--- config.mk ---
export PLATFORM = sky130hd
export DESIGN_NAME = size_budget_cache_age_evict_core_flat
export DESIGN_NICKNAME = d
export VERILOG_FILES = /design/src/rtl/sbce_pkg.sv /design/src/rtl/sbce_if.sv /design/src/rtl/sbce_scan_unit.sv /design/src/rtl/size_budget_cache_age_evict_core.sv /design/src/flat_wrapper.sv
export SDC_FILE = /design/constraint.sdc
export NUM_CORES = 2
export LEC_CHECK = 0
export BUFFER_PORTS_ARGS = -buffer_cell sky130_fd_sc_hd__buf_2
export CORE_MARGIN = 3
export CORE_UTILIZATION = 55
export DETAILED_ROUTE_END_ITERATION = 8
export PLACE_DENSITY = 0.71
export REMOVE_ABC_BUFFERS = 1
export SYNTH_ARGS = -nofsm -noshare
export SYNTH_HDL_FRONTEND = slang
export SYNTH_HIERARCHICAL = 1
export SYNTH_SLANG_ARGS = --single-unit
--- constraint.sdc ---
create_clock -name clk -period 13.85 [get_ports clk]
set_input_delay 0.6925 -clock clk [delete_from_list [all_inputs] [get_ports clk]]
set_output_delay 0.6925 -clock clk [all_outputs]
set_load 0.1 [all_outputs]
--- src/rtl/sbce_pkg.sv ---
// ----------------------------------------------------------------------------
// sbce_pkg: shared definitions for the byte-budget cache with age eviction
// Widths, result and operation codes, register index and the types that pass
// between the sequencer and the slot scan unit.
// ----------------------------------------------------------------------------
package sbce_pkg;

    localparam int SLOTS    = 16;
    localparam int SLOT_W   = $clog2(SLOTS);
    localparam int CNT_W    = SLOT_W + 1;

    localparam int TAG_W    = 64;
    localparam int HANDLE_W = 32;
    localparam int BYTES_W  = 24;
    localparam int AGE_W    = 32;
    localparam int USED_W   = 25;
    localparam int KIND_W   = 3;

    localparam int PADDR_W  = 3;
    localparam int PDATA_W  = 32;

    localparam logic [BYTES_W-1:0] BUDGET_RESET = '1;
    localparam logic [AGE_W-1:0]   AGE_ONE      = AGE_W'(1);
    localparam logic [AGE_W-1:0]   AGE_MAX      = '1;

    localparam logic FUNC_LOOKUP = 1'b0;
    localparam logic FUNC_INSERT = 1'b1;

    localparam logic [KIND_W-1:0] KIND_LOOKUP    = 3'd0;
    localparam logic [KIND_W-1:0] KIND_EVICTED   = 3'd1;
    localparam logic [KIND_W-1:0] KIND_INSERTED  = 3'd2;
    localparam logic [KIND_W-1:0] KIND_REFRESHED = 3'd3;
    localparam logic [KIND_W-1:0] KIND_REJECTED  = 3'd4;

    // Register index as decoded from paddr[2]
    localparam logic REG_BYTE_BUDGET = 1'b0;

    typedef struct packed {
        logic [TAG_W-1:0]    tag;
        logic [HANDLE_W-1:0] handle;
        logic [BYTES_W-1:0]  bytes;
        logic [AGE_W-1:0]    age;
    } entry_t;

    typedef struct packed {
        logic clear;
        logic eval;
    } scan_ctl_t;

    typedef struct packed {
        logic                match_found;
        logic [SLOT_W-1:0]   match_idx;
        logic [HANDLE_W-1:0] match_handle;
        logic                best_found;
        logic [SLOT_W-1:0]   best_idx;
        logic [TAG_W-1:0]    best_tag;
        logic [HANDLE_W-1:0] best_handle;
        logic [BYTES_W-1:0]  best_bytes;
        logic                free_found;
        logic [SLOT_W-1:0]   free_idx;
    } scan_res_t;

endpackage

--- src/rtl/sbce_if.sv ---
// ----------------------------------------------------------------------------
// sbce_if: request and result channels of the cache core
// Valid/ready channels; an item moves on a clock edge with valid and ready high.
// ----------------------------------------------------------------------------
interface sbce_req_if ();
    logic                          valid;
    logic                          ready;
    logic                          func;
    logic [sbce_pkg::TAG_W-1:0]    key_tag;
    logic [sbce_pkg::HANDLE_W-1:0] value_handle;
    logic [sbce_pkg::BYTES_W-1:0]  content_bytes;

    modport source (
        output valid, func, key_tag, value_handle, content_bytes,
        input  ready
    );
    modport sink (
        input  valid, func, key_tag, value_handle, content_bytes,
        output ready
    );
endinterface

interface sbce_rsp_if ();
    logic                          valid;
    logic                          ready;
    logic [sbce_pkg::KIND_W-1:0]   kind;
    logic                          hit;
    logic [sbce_pkg::HANDLE_W-1:0] handle_out;
    logic [sbce_pkg::TAG_W-1:0]    tag_out;
    logic                          last;

    modport source (
        output valid, kind, hit, handle_out, tag_out, last,
        input  ready
    );
    modport sink (
        input  valid, kind, hit, handle_out, tag_out, last,
        output ready
    );
endinterface

--- src/rtl/sbce_scan_unit.sv ---
// ----------------------------------------------------------------------------
// sbce_scan_unit: shared compare unit for slot scans
// Sees one slot per cycle while eval is set and keeps the first tag match,
// the oldest valid slot (lowest index on equal ages) and the lowest free slot.
// ----------------------------------------------------------------------------
module sbce_scan_unit (
    input  logic                         clk,
    input  logic                         rst_n,
    input  sbce_pkg::scan_ctl_t          ctl,
    input  logic [sbce_pkg::TAG_W-1:0]   key_tag,
    input  sbce_pkg::entry_t             entry,
    input  logic                         entry_valid,
    input  logic [sbce_pkg::SLOT_W-1:0]  entry_idx,
    output sbce_pkg::scan_res_t          res
);

    sbce_pkg::scan_res_t           res_reg;
    sbce_pkg::scan_res_t           res_next;
    logic [sbce_pkg::AGE_W-1:0]    best_age_reg;
    logic [sbce_pkg::AGE_W-1:0]    best_age_next;

    always_comb
    begin
        res_next      = res_reg;
        best_age_next = best_age_reg;
        priority if (ctl.clear)
        begin
            res_next.match_found = 1'b0;
            res_next.best_found  = 1'b0;
            res_next.free_found  = 1'b0;
        end
        else if (ctl.eval)
        begin
            if (entry_valid && entry.tag == key_tag && !res_reg.match_found)
            begin
                res_next.match_found  = 1'b1;
                res_next.match_idx    = entry_idx;
                res_next.match_handle = entry.handle;
            end
            // Strictly greater keeps the earlier slot on equal ages.
            if (entry_valid && (!res_reg.best_found || entry.age > best_age_reg))
            begin
                res_next.best_found  = 1'b1;
                res_next.best_idx    = entry_idx;
                res_next.best_tag    = entry.tag;
                res_next.best_handle = entry.handle;
                res_next.best_bytes  = entry.bytes;
                best_age_next        = entry.age;
            end
            if (!entry_valid && !res_reg.free_found)
            begin
                res_next.free_found = 1'b1;
                res_next.free_idx   = entry_idx;
            end
        end
    end

    always_ff @(posedge clk or negedge rst_n)
    begin
        if (!rst_n)
        begin
            res_reg.match_found <= 1'b0;
            res_reg.best_found  <= 1'b0;
            res_reg.free_found  <= 1'b0;
        end
        else
        begin
            res_reg <= res_next;
        end
    end

    always_ff @(posedge clk)
    begin
        best_age_reg <= best_age_next;
    end

    assign res = res_reg;

endmodule

--- src/rtl/size_budget_cache_age_evict_core.sv ---
// ----------------------------------------------------------------------------
// size_budget_cache_age_evict_core: age-evicting object cache under a byte budget
// Sixteen slots of tag, handle, size and age in a slot memory, a sequencer and
// one shared scan unit; byte budget register on an APB-style port.
// ----------------------------------------------------------------------------
// One request is taken at a time; ready is high only while the core is idle.
// Every pass over the table reads one slot a cycle through the single read
// port of the slot memory. An insert of a present key takes two passes, as
// does an insert of a new key that needs no eviction. Each eviction adds one
// more pass and its decision steps, and waits while the output register is
// still full. A rejected insert takes one pass. The core returns to idle
// before it takes the next request. Results are held in an output register,
// so the next request may be taken while the last result still waits.
module size_budget_cache_age_evict_core (
    input  logic                          clk,
    input  logic                          rst_n,
    sbce_req_if.sink                      req,
    sbce_rsp_if.source                    rsp,
    input  logic                          psel,
    input  logic                          penable,
    input  logic                          pwrite,
    input  logic [sbce_pkg::PADDR_W-1:0]  paddr,
    input  logic [sbce_pkg::PDATA_W-1:0]  pwdata,
    output logic [sbce_pkg::PDATA_W-1:0]  prdata,
    output logic                          pready
);

    localparam logic [2:0] ST_IDLE   = 3'd0;
    localparam logic [2:0] ST_SCAN   = 3'd1;
    localparam logic [2:0] ST_DECIDE = 3'd2;
    localparam logic [2:0] ST_CHECK  = 3'd3;
    localparam logic [2:0] ST_EVICT  = 3'd4;
    localparam logic [2:0] ST_INSERT = 3'd5;
    localparam logic [2:0] ST_AGE    = 3'd6;
    localparam logic [2:0] ST_EMIT   = 3'd7;

    localparam int SUM_W = sbce_pkg::USED_W + 1;

    // Control state
    logic [2:0]                      state_reg, state_next;
    logic [sbce_pkg::BYTES_W-1:0]    budget_reg, budget_next;
    logic [sbce_pkg::USED_W-1:0]     used_reg, used_next;
    logic [sbce_pkg::SLOTS-1:0]      valid_reg, valid_next;
    logic [sbce_pkg::CNT_W-1:0]      cnt_reg, cnt_next;
    logic                            rd_pend_reg, rd_pend_next;
    logic                            evicting_reg, evicting_next;
    logic                            out_valid_reg, out_valid_next;

    // Payload
    logic [sbce_pkg::SLOT_W-1:0]     rd_idx_reg, rd_idx_next;
    logic [sbce_pkg::SLOT_W-1:0]     skip_reg, skip_next;
    logic                            func_reg, func_next;
    logic [sbce_pkg::TAG_W-1:0]      key_reg, key_next;
    logic [sbce_pkg::HANDLE_W-1:0]   handle_reg, handle_next;
    logic [sbce_pkg::BYTES_W-1:0]    size_reg, size_next;
    logic [sbce_pkg::KIND_W-1:0]     pend_kind_reg, pend_kind_next;
    logic                            pend_hit_reg, pend_hit_next;
    logic [sbce_pkg::HANDLE_W-1:0]   pend_handle_reg, pend_handle_next;
    logic [sbce_pkg::TAG_W-1:0]      pend_tag_reg, pend_tag_next;
    logic                            pend_last_reg, pend_last_next;
    logic [sbce_pkg::KIND_W-1:0]     out_kind_reg, out_kind_next;
    logic                            out_hit_reg, out_hit_next;
    logic [sbce_pkg::HANDLE_W-1:0]   out_handle_reg, out_handle_next;
    logic [sbce_pkg::TAG_W-1:0]      out_tag_reg, out_tag_next;
    logic                            out_last_reg, out_last_next;

    // Slot memory
    sbce_pkg::entry_t                mem [sbce_pkg::SLOTS];
    sbce_pkg::entry_t                rd_data_reg;
    logic                            mem_we;
    logic [sbce_pkg::SLOT_W-1:0]     mem_waddr;
    sbce_pkg::entry_t                mem_wdata;

    sbce_pkg::scan_ctl_t             scan_ctl;
    sbce_pkg::scan_res_t             scan_res;

    logic                            issue;
    logic                            pass_done;
    logic                            over_budget;
    logic                            cfg_write;
    logic                            rd_slot_valid;

    sbce_scan_unit u_scan (
        .clk         (clk),
        .rst_n       (rst_n),
        .ctl         (scan_ctl),
        .key_tag     (key_reg),
        .entry       (rd_data_reg),
        .entry_valid (rd_slot_valid),
        .entry_idx   (rd_idx_reg),
        .res         (scan_res)
    );

    assign issue = (state_reg == ST_SCAN || state_reg == ST_AGE) &&
                   (cnt_reg < sbce_pkg::CNT_W'(sbce_pkg::SLOTS));
    assign pass_done = (cnt_reg == sbce_pkg::CNT_W'(sbce_pkg::SLOTS)) && !rd_pend_reg;
    assign rd_slot_valid = valid_reg[rd_idx_reg];
    assign over_budget = ({1'b0, used_reg} + SUM_W'(size_reg)) >= SUM_W'(budget_reg);
    assign cfg_write = psel && penable && pwrite && (paddr[2] == sbce_pkg::REG_BYTE_BUDGET);

    always_comb
    begin
        state_next       = state_reg;
        budget_next      = budget_reg;
        used_next        = used_reg;
        valid_next       = valid_reg;
        cnt_next         = cnt_reg;
        rd_pend_next     = issue;
        rd_idx_next      = cnt_reg[sbce_pkg::SLOT_W-1:0];
        evicting_next    = evicting_reg;
        out_valid_next   = out_valid_reg;
        skip_next        = skip_reg;
        func_next        = func_reg;
        key_next         = key_reg;
        handle_next      = handle_reg;
        size_next        = size_reg;
        pend_kind_next   = pend_kind_reg;
        pend_hit_next    = pend_hit_reg;
        pend_handle_next = pend_handle_reg;
        pend_tag_next    = pend_tag_reg;
        pend_last_next   = pend_last_reg;
        out_kind_next    = out_kind_reg;
        out_hit_next     = out_hit_reg;
        out_handle_next  = out_handle_reg;
        out_tag_next     = out_tag_reg;
        out_last_next    = out_last_reg;
        mem_we           = 1'b0;
        mem_waddr        = rd_idx_reg;
        mem_wdata        = rd_data_reg;
        scan_ctl         = '0;

        if (issue)
        begin
            cnt_next = cnt_reg + sbce_pkg::CNT_W'(1);
        end

        if (cfg_write)
        begin
            budget_next = pwdata[sbce_pkg::BYTES_W-1:0];
        end

        if (out_valid_reg && rsp.ready)
        begin
            out_valid_next = 1'b0;
        end

        unique case (state_reg)
            ST_IDLE:
            begin
                if (req.valid)
                begin
                    func_next      = req.func;
                    key_next       = req.key_tag;
                    handle_next    = req.value_handle;
                    size_next      = req.content_bytes;
                    cnt_next       = '0;
                    evicting_next  = 1'b0;
                    scan_ctl.clear = 1'b1;
                    state_next     = ST_SCAN;
                end
            end

            ST_SCAN:
            begin
                scan_ctl.eval = rd_pend_reg;
                if (pass_done)
                begin
                    state_next = ST_DECIDE;
                end
            end

            ST_DECIDE:
            begin
                pend_hit_next    = 1'b0;
                pend_handle_next = '0;
                pend_tag_next    = key_reg;
                pend_last_next   = 1'b1;
                priority if (evicting_reg)
                begin
                    state_next = ST_CHECK;
                end
                else if (func_reg == sbce_pkg::FUNC_LOOKUP)
                begin
                    pend_kind_next   = sbce_pkg::KIND_LOOKUP;
                    pend_hit_next    = scan_res.match_found;
                    pend_handle_next = scan_res.match_found ? scan_res.match_handle : '0;
                    state_next       = ST_EMIT;
                end
                else if (scan_res.match_found)
                begin
                    pend_kind_next = sbce_pkg::KIND_REFRESHED;
                    skip_next      = scan_res.match_idx;
                    cnt_next       = '0;
                    state_next     = ST_AGE;
                end
                else if (size_reg >= budget_reg)
                begin
                    pend_kind_next = sbce_pkg::KIND_REJECTED;
                    state_next     = ST_EMIT;
                end
                else
                begin
                    state_next = ST_CHECK;
                end
            end

            ST_CHECK:
            begin
                // An empty table ends the eviction loop even if still over budget.
                if ((over_budget || !scan_res.free_found) && scan_res.best_found)
                begin
                    state_next = ST_EVICT;
                end
                else
                begin
                    state_next = ST_INSERT;
                end
            end

            ST_EVICT:
            begin
                pend_kind_next   = sbce_pkg::KIND_EVICTED;
                pend_hit_next    = 1'b0;
                pend_handle_next = scan_res.best_handle;
                pend_tag_next    = scan_res.best_tag;
                pend_last_next   = 1'b0;
                valid_next[scan_res.best_idx] = 1'b0;
                if (used_reg >= sbce_pkg::USED_W'(scan_res.best_bytes))
                begin
                    used_next = used_reg - sbce_pkg::USED_W'(scan_res.best_bytes);
                end
                else
                begin
                    used_next = '0;
                end
                evicting_next = 1'b1;
                state_next    = ST_EMIT;
            end

            ST_INSERT:
            begin
                mem_we           = 1'b1;
                mem_waddr        = scan_res.free_idx;
                mem_wdata.tag    = key_reg;
                mem_wdata.handle = handle_reg;
                mem_wdata.bytes  = size_reg;
                mem_wdata.age    = sbce_pkg::AGE_ONE;
                valid_next[scan_res.free_idx] = 1'b1;
                used_next      = used_reg + sbce_pkg::USED_W'(size_reg);
                skip_next      = scan_res.free_idx;
                pend_kind_next = sbce_pkg::KIND_INSERTED;
                pend_hit_next    = 1'b0;
                pend_handle_next = '0;
                pend_tag_next    = key_reg;
                pend_last_next   = 1'b1;
                cnt_next       = '0;
                state_next     = ST_AGE;
            end

            ST_AGE:
            begin
                // The touched slot goes to age one; every other valid slot ages.
                if (rd_pend_reg && rd_slot_valid)
                begin
                    mem_we = 1'b1;
                    if (rd_idx_reg == skip_reg)
                    begin
                        mem_wdata.age = sbce_pkg::AGE_ONE;
                    end
                    else if (rd_data_reg.age != sbce_pkg::AGE_MAX)
                    begin
                        mem_wdata.age = rd_data_reg.age + sbce_pkg::AGE_ONE;
                    end
                end
                if (pass_done)
                begin
                    state_next = ST_EMIT;
                end
            end

            ST_EMIT:
            begin
                if (!out_valid_reg || rsp.ready)
                begin
                    out_valid_next  = 1'b1;
                    out_kind_next   = pend_kind_reg;
                    out_hit_next    = pend_hit_reg;
                    out_handle_next = pend_handle_reg;
                    out_tag_next    = pend_tag_reg;
                    out_last_next   = pend_last_reg;
                    if (pend_last_reg)
                    begin
                        state_next = ST_IDLE;
                    end
                    else
                    begin
                        // After an eviction the oldest slot must be found again.
                        cnt_next       = '0;
                        scan_ctl.clear = 1'b1;
                        state_next     = ST_SCAN;
                    end
                end
            end

            default:
            begin
                state_next = ST_IDLE;
            end
        endcase
    end

    always_ff @(posedge clk or negedge rst_n)
    begin
        if (!rst_n)
        begin
            state_reg     <= ST_IDLE;
            budget_reg    <= sbce_pkg::BUDGET_RESET;
            used_reg      <= '0;
            valid_reg     <= '0;
            cnt_reg       <= '0;
            rd_pend_reg   <= 1'b0;
            evicting_reg  <= 1'b0;
            out_valid_reg <= 1'b0;
        end
        else
        begin
            state_reg     <= state_next;
            budget_reg    <= budget_next;
            used_reg      <= used_next;
            valid_reg     <= valid_next;
            cnt_reg       <= cnt_next;
            rd_pend_reg   <= rd_pend_next;
            evicting_reg  <= evicting_next;
            out_valid_reg <= out_valid_next;
        end
    end

    always_ff @(posedge clk)
    begin
        rd_idx_reg      <= rd_idx_next;
        skip_reg        <= skip_next;
        func_reg        <= func_next;
        key_reg         <= key_next;
        handle_reg      <= handle_next;
        size_reg        <= size_next;
        pend_kind_reg   <= pend_kind_next;
        pend_hit_reg    <= pend_hit_next;
        pend_handle_reg <= pend_handle_next;
        pend_tag_reg    <= pend_tag_next;
        pend_last_reg   <= pend_last_next;
        out_kind_reg    <= out_kind_next;
        out_hit_reg     <= out_hit_next;
        out_handle_reg  <= out_handle_next;
        out_tag_reg     <= out_tag_next;
        out_last_reg    <= out_last_next;
    end

    always_ff @(posedge clk)
    begin
        if (mem_we)
        begin
            mem[mem_waddr] <= mem_wdata;
        end
        rd_data_reg <= mem[cnt_reg[sbce_pkg::SLOT_W-1:0]];
    end

    assign req.ready      = (state_reg == ST_IDLE);
    assign rsp.valid      = out_valid_reg;
    assign rsp.kind       = out_kind_reg;
    assign rsp.hit        = out_hit_reg;
    assign rsp.handle_out = out_handle_reg;
    assign rsp.tag_out    = out_tag_reg;
    assign rsp.last       = out_last_reg;

    assign pready = 1'b1;
    assign prdata = (paddr[2] == sbce_pkg::REG_BYTE_BUDGET) ?
                    sbce_pkg::PDATA_W'(budget_reg) : '0;

endmodule
--- src/flat_wrapper.sv ---
// flat-port wrapper written by rule: the top's interface ports become plain ports
module size_budget_cache_age_evict_core_flat 
  (clk, rst_n, psel, penable, pwrite, paddr, pwdata, prdata, pready, req_valid, req_func, req_key_tag, req_value_handle, req_content_bytes, req_ready, rsp_valid, rsp_kind, rsp_hit, rsp_handle_out, rsp_tag_out, rsp_last, rsp_ready);
  sbce_req_if req_i ();
  sbce_rsp_if rsp_i ();
  input  logic clk;
  input  logic rst_n;
  input  logic psel;
  input  logic penable;
  input  logic pwrite;
  input  logic [sbce_pkg::PADDR_W-1:0] paddr;
  input  logic [sbce_pkg::PDATA_W-1:0] pwdata;
  output logic [sbce_pkg::PDATA_W-1:0] prdata;
  output logic pready;
  input wire logic [$bits(req_i.valid)-1:0] req_valid;
  input wire logic [$bits(req_i.func)-1:0] req_func;
  input wire logic [$bits(req_i.key_tag)-1:0] req_key_tag;
  input wire logic [$bits(req_i.value_handle)-1:0] req_value_handle;
  input wire logic [$bits(req_i.content_bytes)-1:0] req_content_bytes;
  output wire logic [$bits(req_i.ready)-1:0] req_ready;
  output wire logic [$bits(rsp_i.valid)-1:0] rsp_valid;
  output wire logic [$bits(rsp_i.kind)-1:0] rsp_kind;
  output wire logic [$bits(rsp_i.hit)-1:0] rsp_hit;
  output wire logic [$bits(rsp_i.handle_out)-1:0] rsp_handle_out;
  output wire logic [$bits(rsp_i.tag_out)-1:0] rsp_tag_out;
  output wire logic [$bits(rsp_i.last)-1:0] rsp_last;
  input wire logic [$bits(rsp_i.ready)-1:0] rsp_ready;
  assign req_i.valid = req_valid;
  assign req_i.func = req_func;
  assign req_i.key_tag = req_key_tag;
  assign req_i.value_handle = req_value_handle;
  assign req_i.content_bytes = req_content_bytes;
  assign req_ready = req_i.ready;
  assign rsp_valid = rsp_i.valid;
  assign rsp_kind = rsp_i.kind;
  assign rsp_hit = rsp_i.hit;
  assign rsp_handle_out = rsp_i.handle_out;
  assign rsp_tag_out = rsp_i.tag_out;
  assign rsp_last = rsp_i.last;
  assign rsp_i.ready = rsp_ready;
  size_budget_cache_age_evict_core u_core (.clk(clk), .rst_n(rst_n), .req(req_i), .rsp(rsp_i), .psel(psel), .penable(penable), .pwrite(pwrite), .paddr(paddr), .pwdata(pwdata), .prdata(prdata), .pready(pready));
endmodule
# Yosys cells after proc, flatten, opt, wreduce, memory -nomap -nowiden
# Memory sizes are Yosys's and may differ from the RTL's. A register that Yosys moved wholly into a read port is not among the register bits.
# Cells that the tools add are included.
# W data, S select, Z words.
# word_totals
ff_bits	606
ram_bits	2432
memories	1
# classes
magnitude_cmp	10
bitwise	5
eq_ne	19
reduce_logical	50
addsub	5
muxes	74
# memory_table
memory	depth	width	rd	rd_ports_with_merged_regs	wr	line_no	source
u_core.mem	16	152	1	1	1	size_budget_cache_age_evict_core.sv:68	sbce_pkg::entry_t mem [sbce_pkg::SLOTS];
# op_table
operator	count
$mux W32	6
$mux W167	1
$pmux W64 S2	1
$mux W125	1
$mux W120	1
$pmux W32 S3	1
$eq A64 B64 Y1	1
$pmux W32 S2	1
$pmux W25 S2	1
$mux W5	8
$mux W37	1
$mux W3	12
$add A32 B1 Y32 const B	1
$gt A32 B32 Y1	1
$ne A32 B32 Y1 const B	1
$pmux W16 S2	1
$add A25 B24 Y26	1
$ge A26 B24 Y1	1
$add A25 B24 Y25	1
$ge A25 B24 Y1	1
$mux W25	1
$sub A25 B24 Y25	1
$ge A24 B24 Y1	1
$mux W24	1
other kinds (35)	116

# Longest topological paths before layout
# logic_depth
ltp_word	8
depth_mapped	18
mapped_depth_nobuf	18

# Cells and area by module
# The synthesis kept the hierarchy.
# by_module_without_submodules
mod	cells_each	area_each_um2	n_inst
size_budget_cache_age_evict_core	6561	116390.4	1
sbce_scan_unit	415	7546.0	1

# Least setup slack after synthesis
# OpenSTA, ideal clock, no wires.
# synth_path
path_type	reg-to-reg
from	register u_core.state_reg[1]
to	register u_core.u_scan.res_reg (netlist bit u_core/u_scan/res[100]) (enable)
slack_ps	2084
path_stages_with_launch	8
path_buffers	2
setup_time_ps	791
t_arrival_ps	10975
path_cell_list	dfrtp_1 -> clkbuf_1 -> clkbuf_1 -> nor3_1 -> nand2_1 -> o31ai_1 -> nand2b_1 -> a211oi_1
# synth_rtl
element	line_no	source
start: declaration	size_budget_cache_age_evict_core.sv:40	logic [2:0] state_reg, state_next;
start signal: assignment	size_budget_cache_age_evict_core.sv:327	state_reg <= state_next;
end signal: assignment	sbce_scan_unit.sv:68	res_reg <= res_next;
end: declaration	sbce_scan_unit.sv:17	sbce_pkg::scan_res_t res_reg;

# Final worst setup path
# layout_path
from	register u_core.state_reg[0]
to	memory u_core/mem[12][132] in the netlist's numbering (enable)
# layout_via
elab_chain_cells	4
# layout_lines
element	line_no	source
$eq A3 B3 Y1	size_budget_cache_age_evict_core.sv:147	unique case (state_reg)
$pmux W1 S2	size_budget_cache_age_evict_core.sv:147	
$mux W1	size_budget_cache_age_evict_core.sv:360	if (mem_we)
$mux W1 (implied by the code)	size_budget_cache_age_evict_core.sv:362	mem[mem_waddr] <= mem_wdata;
end: declaration	size_budget_cache_age_evict_core.sv:68	
# Several ways; a longest one is shown, not always the timed one.

==> results.json <==
{
  "vias": 67300,
  "area_growth_pct": 13.8,
  "dp_hpwl_um": 152000,
  "final_max_slew_viol_count": 0,
  "synth_top_area_cell": "edfxtp_1",
  "cts_inserted_buffers": 330,
  "fin_skew_ns": 0.0724,
  "setup.worst_path.class": "flip-flop to flip-flop",
  "grt_max_degree": 144,
  "fin_crit_sh_pct": 45.4,
  "place.gp.congestion": 0.872,
  "drt-vias-per-instance": 6.26,
  "cp.required_ns": 14.37,
  "arrival_ns": 6.80,
  "place_ws_ns": 7.57,
  "synth_top_area_share_pct": 71.6,
  "fp.dieArea_um2": 231000,
  "die_w_um": 481,
  "min_path_type": "input port to flip-flop",
  "grt_pass1_wl_um": 441000,
  "peakVddDrop_v": 0.000211,
  "synthFlopType": "edfxtp_1",
  "total_power_mw": 30.2,
  "route.detailed.drc": 0,
  "fmax_ghz": 0.159,
  "synth.area.top_cells": "edfxtp_1 (72%), mux4_2 (5.6%), mux2i_1 (3.7%)",
  "final_net_count": 7813,
  "setup-violations-final": 0,
  "synth_edf_count": 2955,
  "diodes": 0,
  "rsz0062_at_grt": "false",
  "antenna_found_initial": 5,
  "syn-cell-area_um2": 124000,
  "io_pins": 299,
  "synth_seq_cells": 3190,
  "wire_per_inst_um": 27.9,
  "cts_tree": "done",
  "grt_pass1_vias": 67400,
  "period_needed_ns": 6.28,
  "worst-path-max-fanout": 70,
  "yosysSeqAreaShare_pct": 75.7,
  "cap_viol_max_count": 0,
  "postRouteWirelength_um": 300000,
  "syn_avg_cell_area_um2": 17.8,
  "worstSetupStartpointType": "flip-flop",
  "setup_ws_ns": 7.57,
  "worstMarginPinSlew_ns": 1.42,
  "fill_cells": 15000,
  "hold_viol": 0,
  "die_y_um": 481,
  "cts-root-buf": "clkbuf_16",
  "ff_latch_area_um2": 93900,
  "numPortBuffers": 279,
  "grt_overflow": 0,
  "cts_buffer_depth": 4,
  "async_reset_ff_share_pct": 2.48,
  "p_per_area_nw_per_um2": 214,
  "dr.pass1.iters": 6,
  "multi_input_area_um2": 28600,
  "cts.sinks": 3190,
  "drt-initial-drc-count": 7209,
  "core_um2": 223000,
  "path_clk_slew_ns": 0.06,
  "end_kind": "flip-flop",
  "track_usage_pct": 25.7,
  "cts.htree.levels": 5,
  "synthCells": 6976,
  "final_area_um2": 141000,
  "initial_core_util_pct": 55.5,
  "place_area_um2": 129000,
  "largest_reg_flops": 2432,
  "clock_latency_ns": 0.95,
  "row_count": 173,
  "leakage_nw": 47.5,
  "status": "finished clean",
  "relSlewSlack_pct": 4.36,
  "ant_nets": 0,
  "ys_warn_count": 6,
  "cts_setup_buffers": 0,
  "synth.distinct_cells": 86,
  "layout-drive-gt1-share_pct": 19.3
}
path summary, 6_finish.rpt:
path	startpoint	to	slack, ns	cells past startpoint
setup reg to reg	u_core/state_reg[0]$_DFFE_PN0P_	u_core/mem[12][132]$_DFFE_PP_	7.57	9
setup / recovery	u_core/state_reg[0]$_DFFE_PN0P_	u_core/mem[12][132]$_DFFE_PP_	7.57	9
hold / removal	req_content_bytes[9]	u_core/size_reg[9]$_DFFE_PP_	0.06	1
hold reg to reg	u_core/pend_tag_reg[53]$_DFFE_PP_	u_core/rsp.tag_out[53]$_DFFE_PP_	0.41	0
min in group asynchronous	rst_n	u_core/state_reg[1]$_DFFE_PN0P_	0.34	2
max in group asynchronous	rst_n	u_core/used_reg[14]$_DFFE_PN0N_	12.50	3
cells in the final DEF, fill, tap and decap left out, types with 33 or more instances in the layout:
cell type,Yosys,routed
edfxtp_1,2955,2955
nand2_1,613,610
mux2i_1,458,458
o21ai_0,419,415
clkbuf_16,0,337
mux4_2,308,308
buf_2,10,278
a21oi_1,240,240
mux2_2,239,239
a22oi_1,164,164
dfxtp_1,156,156
a221oi_1,155,155
dlygate4sd3_1,0,143
ha_1,131,131
inv_1,104,103
buf_4,10,99
nor2_1,110,87
xor2_1,74,74
clkbuf_1,234,64
clkinv_2,1,61
clkinv_1,1,55
dfrtp_1,55,51
xnor2_1,46,46
a21o_1,40,40
nand4_1,33,33
per-stage QoR:
stage | hold WS (ns) | setup TNS, ns | utilization (%) | std cells
after floorplan | 0.397 | -2759.26 | - | 6644
after global placement | 0.405 | 0 | 57.9 | 10000
after detailed placement | 0.405 | 0 | 57.9 | 10000
after CTS | 0.000873 | 0 | 63.2 | 10700
after global routing | 0.0222 | 0 | 63.2 | 10700
final | 0.0552 | 0 | 63.2 | 10700
report_power, final:
part,internal [mW],switching (mW),leakage [nW]
combinational,2.24,5.24,13.3
sequential,13.5,0.668,29.0
clock,5.02,3.54,5.11
total,20.8,9.45,47.5
cell usage after synthesis (all sizes together) (5+ instances only):
master,number
a211oi,9
a21o,40
a21oi,241
a221oi,155
a22o,32
a22oi,164
a31oi,21
and2,12
and3,17
and4,6
buf,105
clkbuf,234
dfrtp,55
dfstp,24
dfxtp,156
edfxtp,2955
ha,131
inv,104
mux2,239
mux2i,458
mux4,310
nand2,614
nand2b,16
nand3,28
nand4,33
nor2,110
nor2b,15
nor3,9
nor4,16
o211ai,10
o21a,17
o21ai,433
o21bai,5
o31ai,7
or3,9
xnor2,46
xor2,74
layout make-up:
class	instances	area share, %
clock buffer	424	6.37
clock inverter	162	1.01
inverter	106	0.287
multi-input combinational	3348	20.3
sequential	3190	66.6
tap	2975	2.64
timing repair buffer	541	2.83
per-layer routing:
layer	up-vias	track usage, %	part of all wire (%)
li1	28800	-	-
met1	34800	35.9	40
met2	3164	42.1	49
met5	-	0	0.0083
met4	4	8.30	3.2
met3	569	3.97	8.3
what timing repair did:
action / 4_1_cts / 5_1_grt
resized for setup: 0 / 0
hold endpoints to repair: 173 / 0
hold buffers: 143 / 0
critical path, cell delays in order (launching register included):
cell	delay (ns)
dfrtp_1	0.78
nand2_1	0.43
nor2_4	0.80
buf_4	0.80
nand3_1	0.33
inv_1	0.12
a31oi_1	0.16
nor2_4	0.89
buf_4	0.71
buf_4	0.77
kinds of logic after synthesis:
group	synth area share (%)
xor gates and xnor gates	0.848
buffers and inverters	1.41
other	0.00606
DFF	75.7
and+or+nand+nor	3.14
adders and majority gates	1.35
muxes	11.5
AOI/OAI and AO/OA	6.00
No activity file was read; power rests on OpenSTA's default activity.
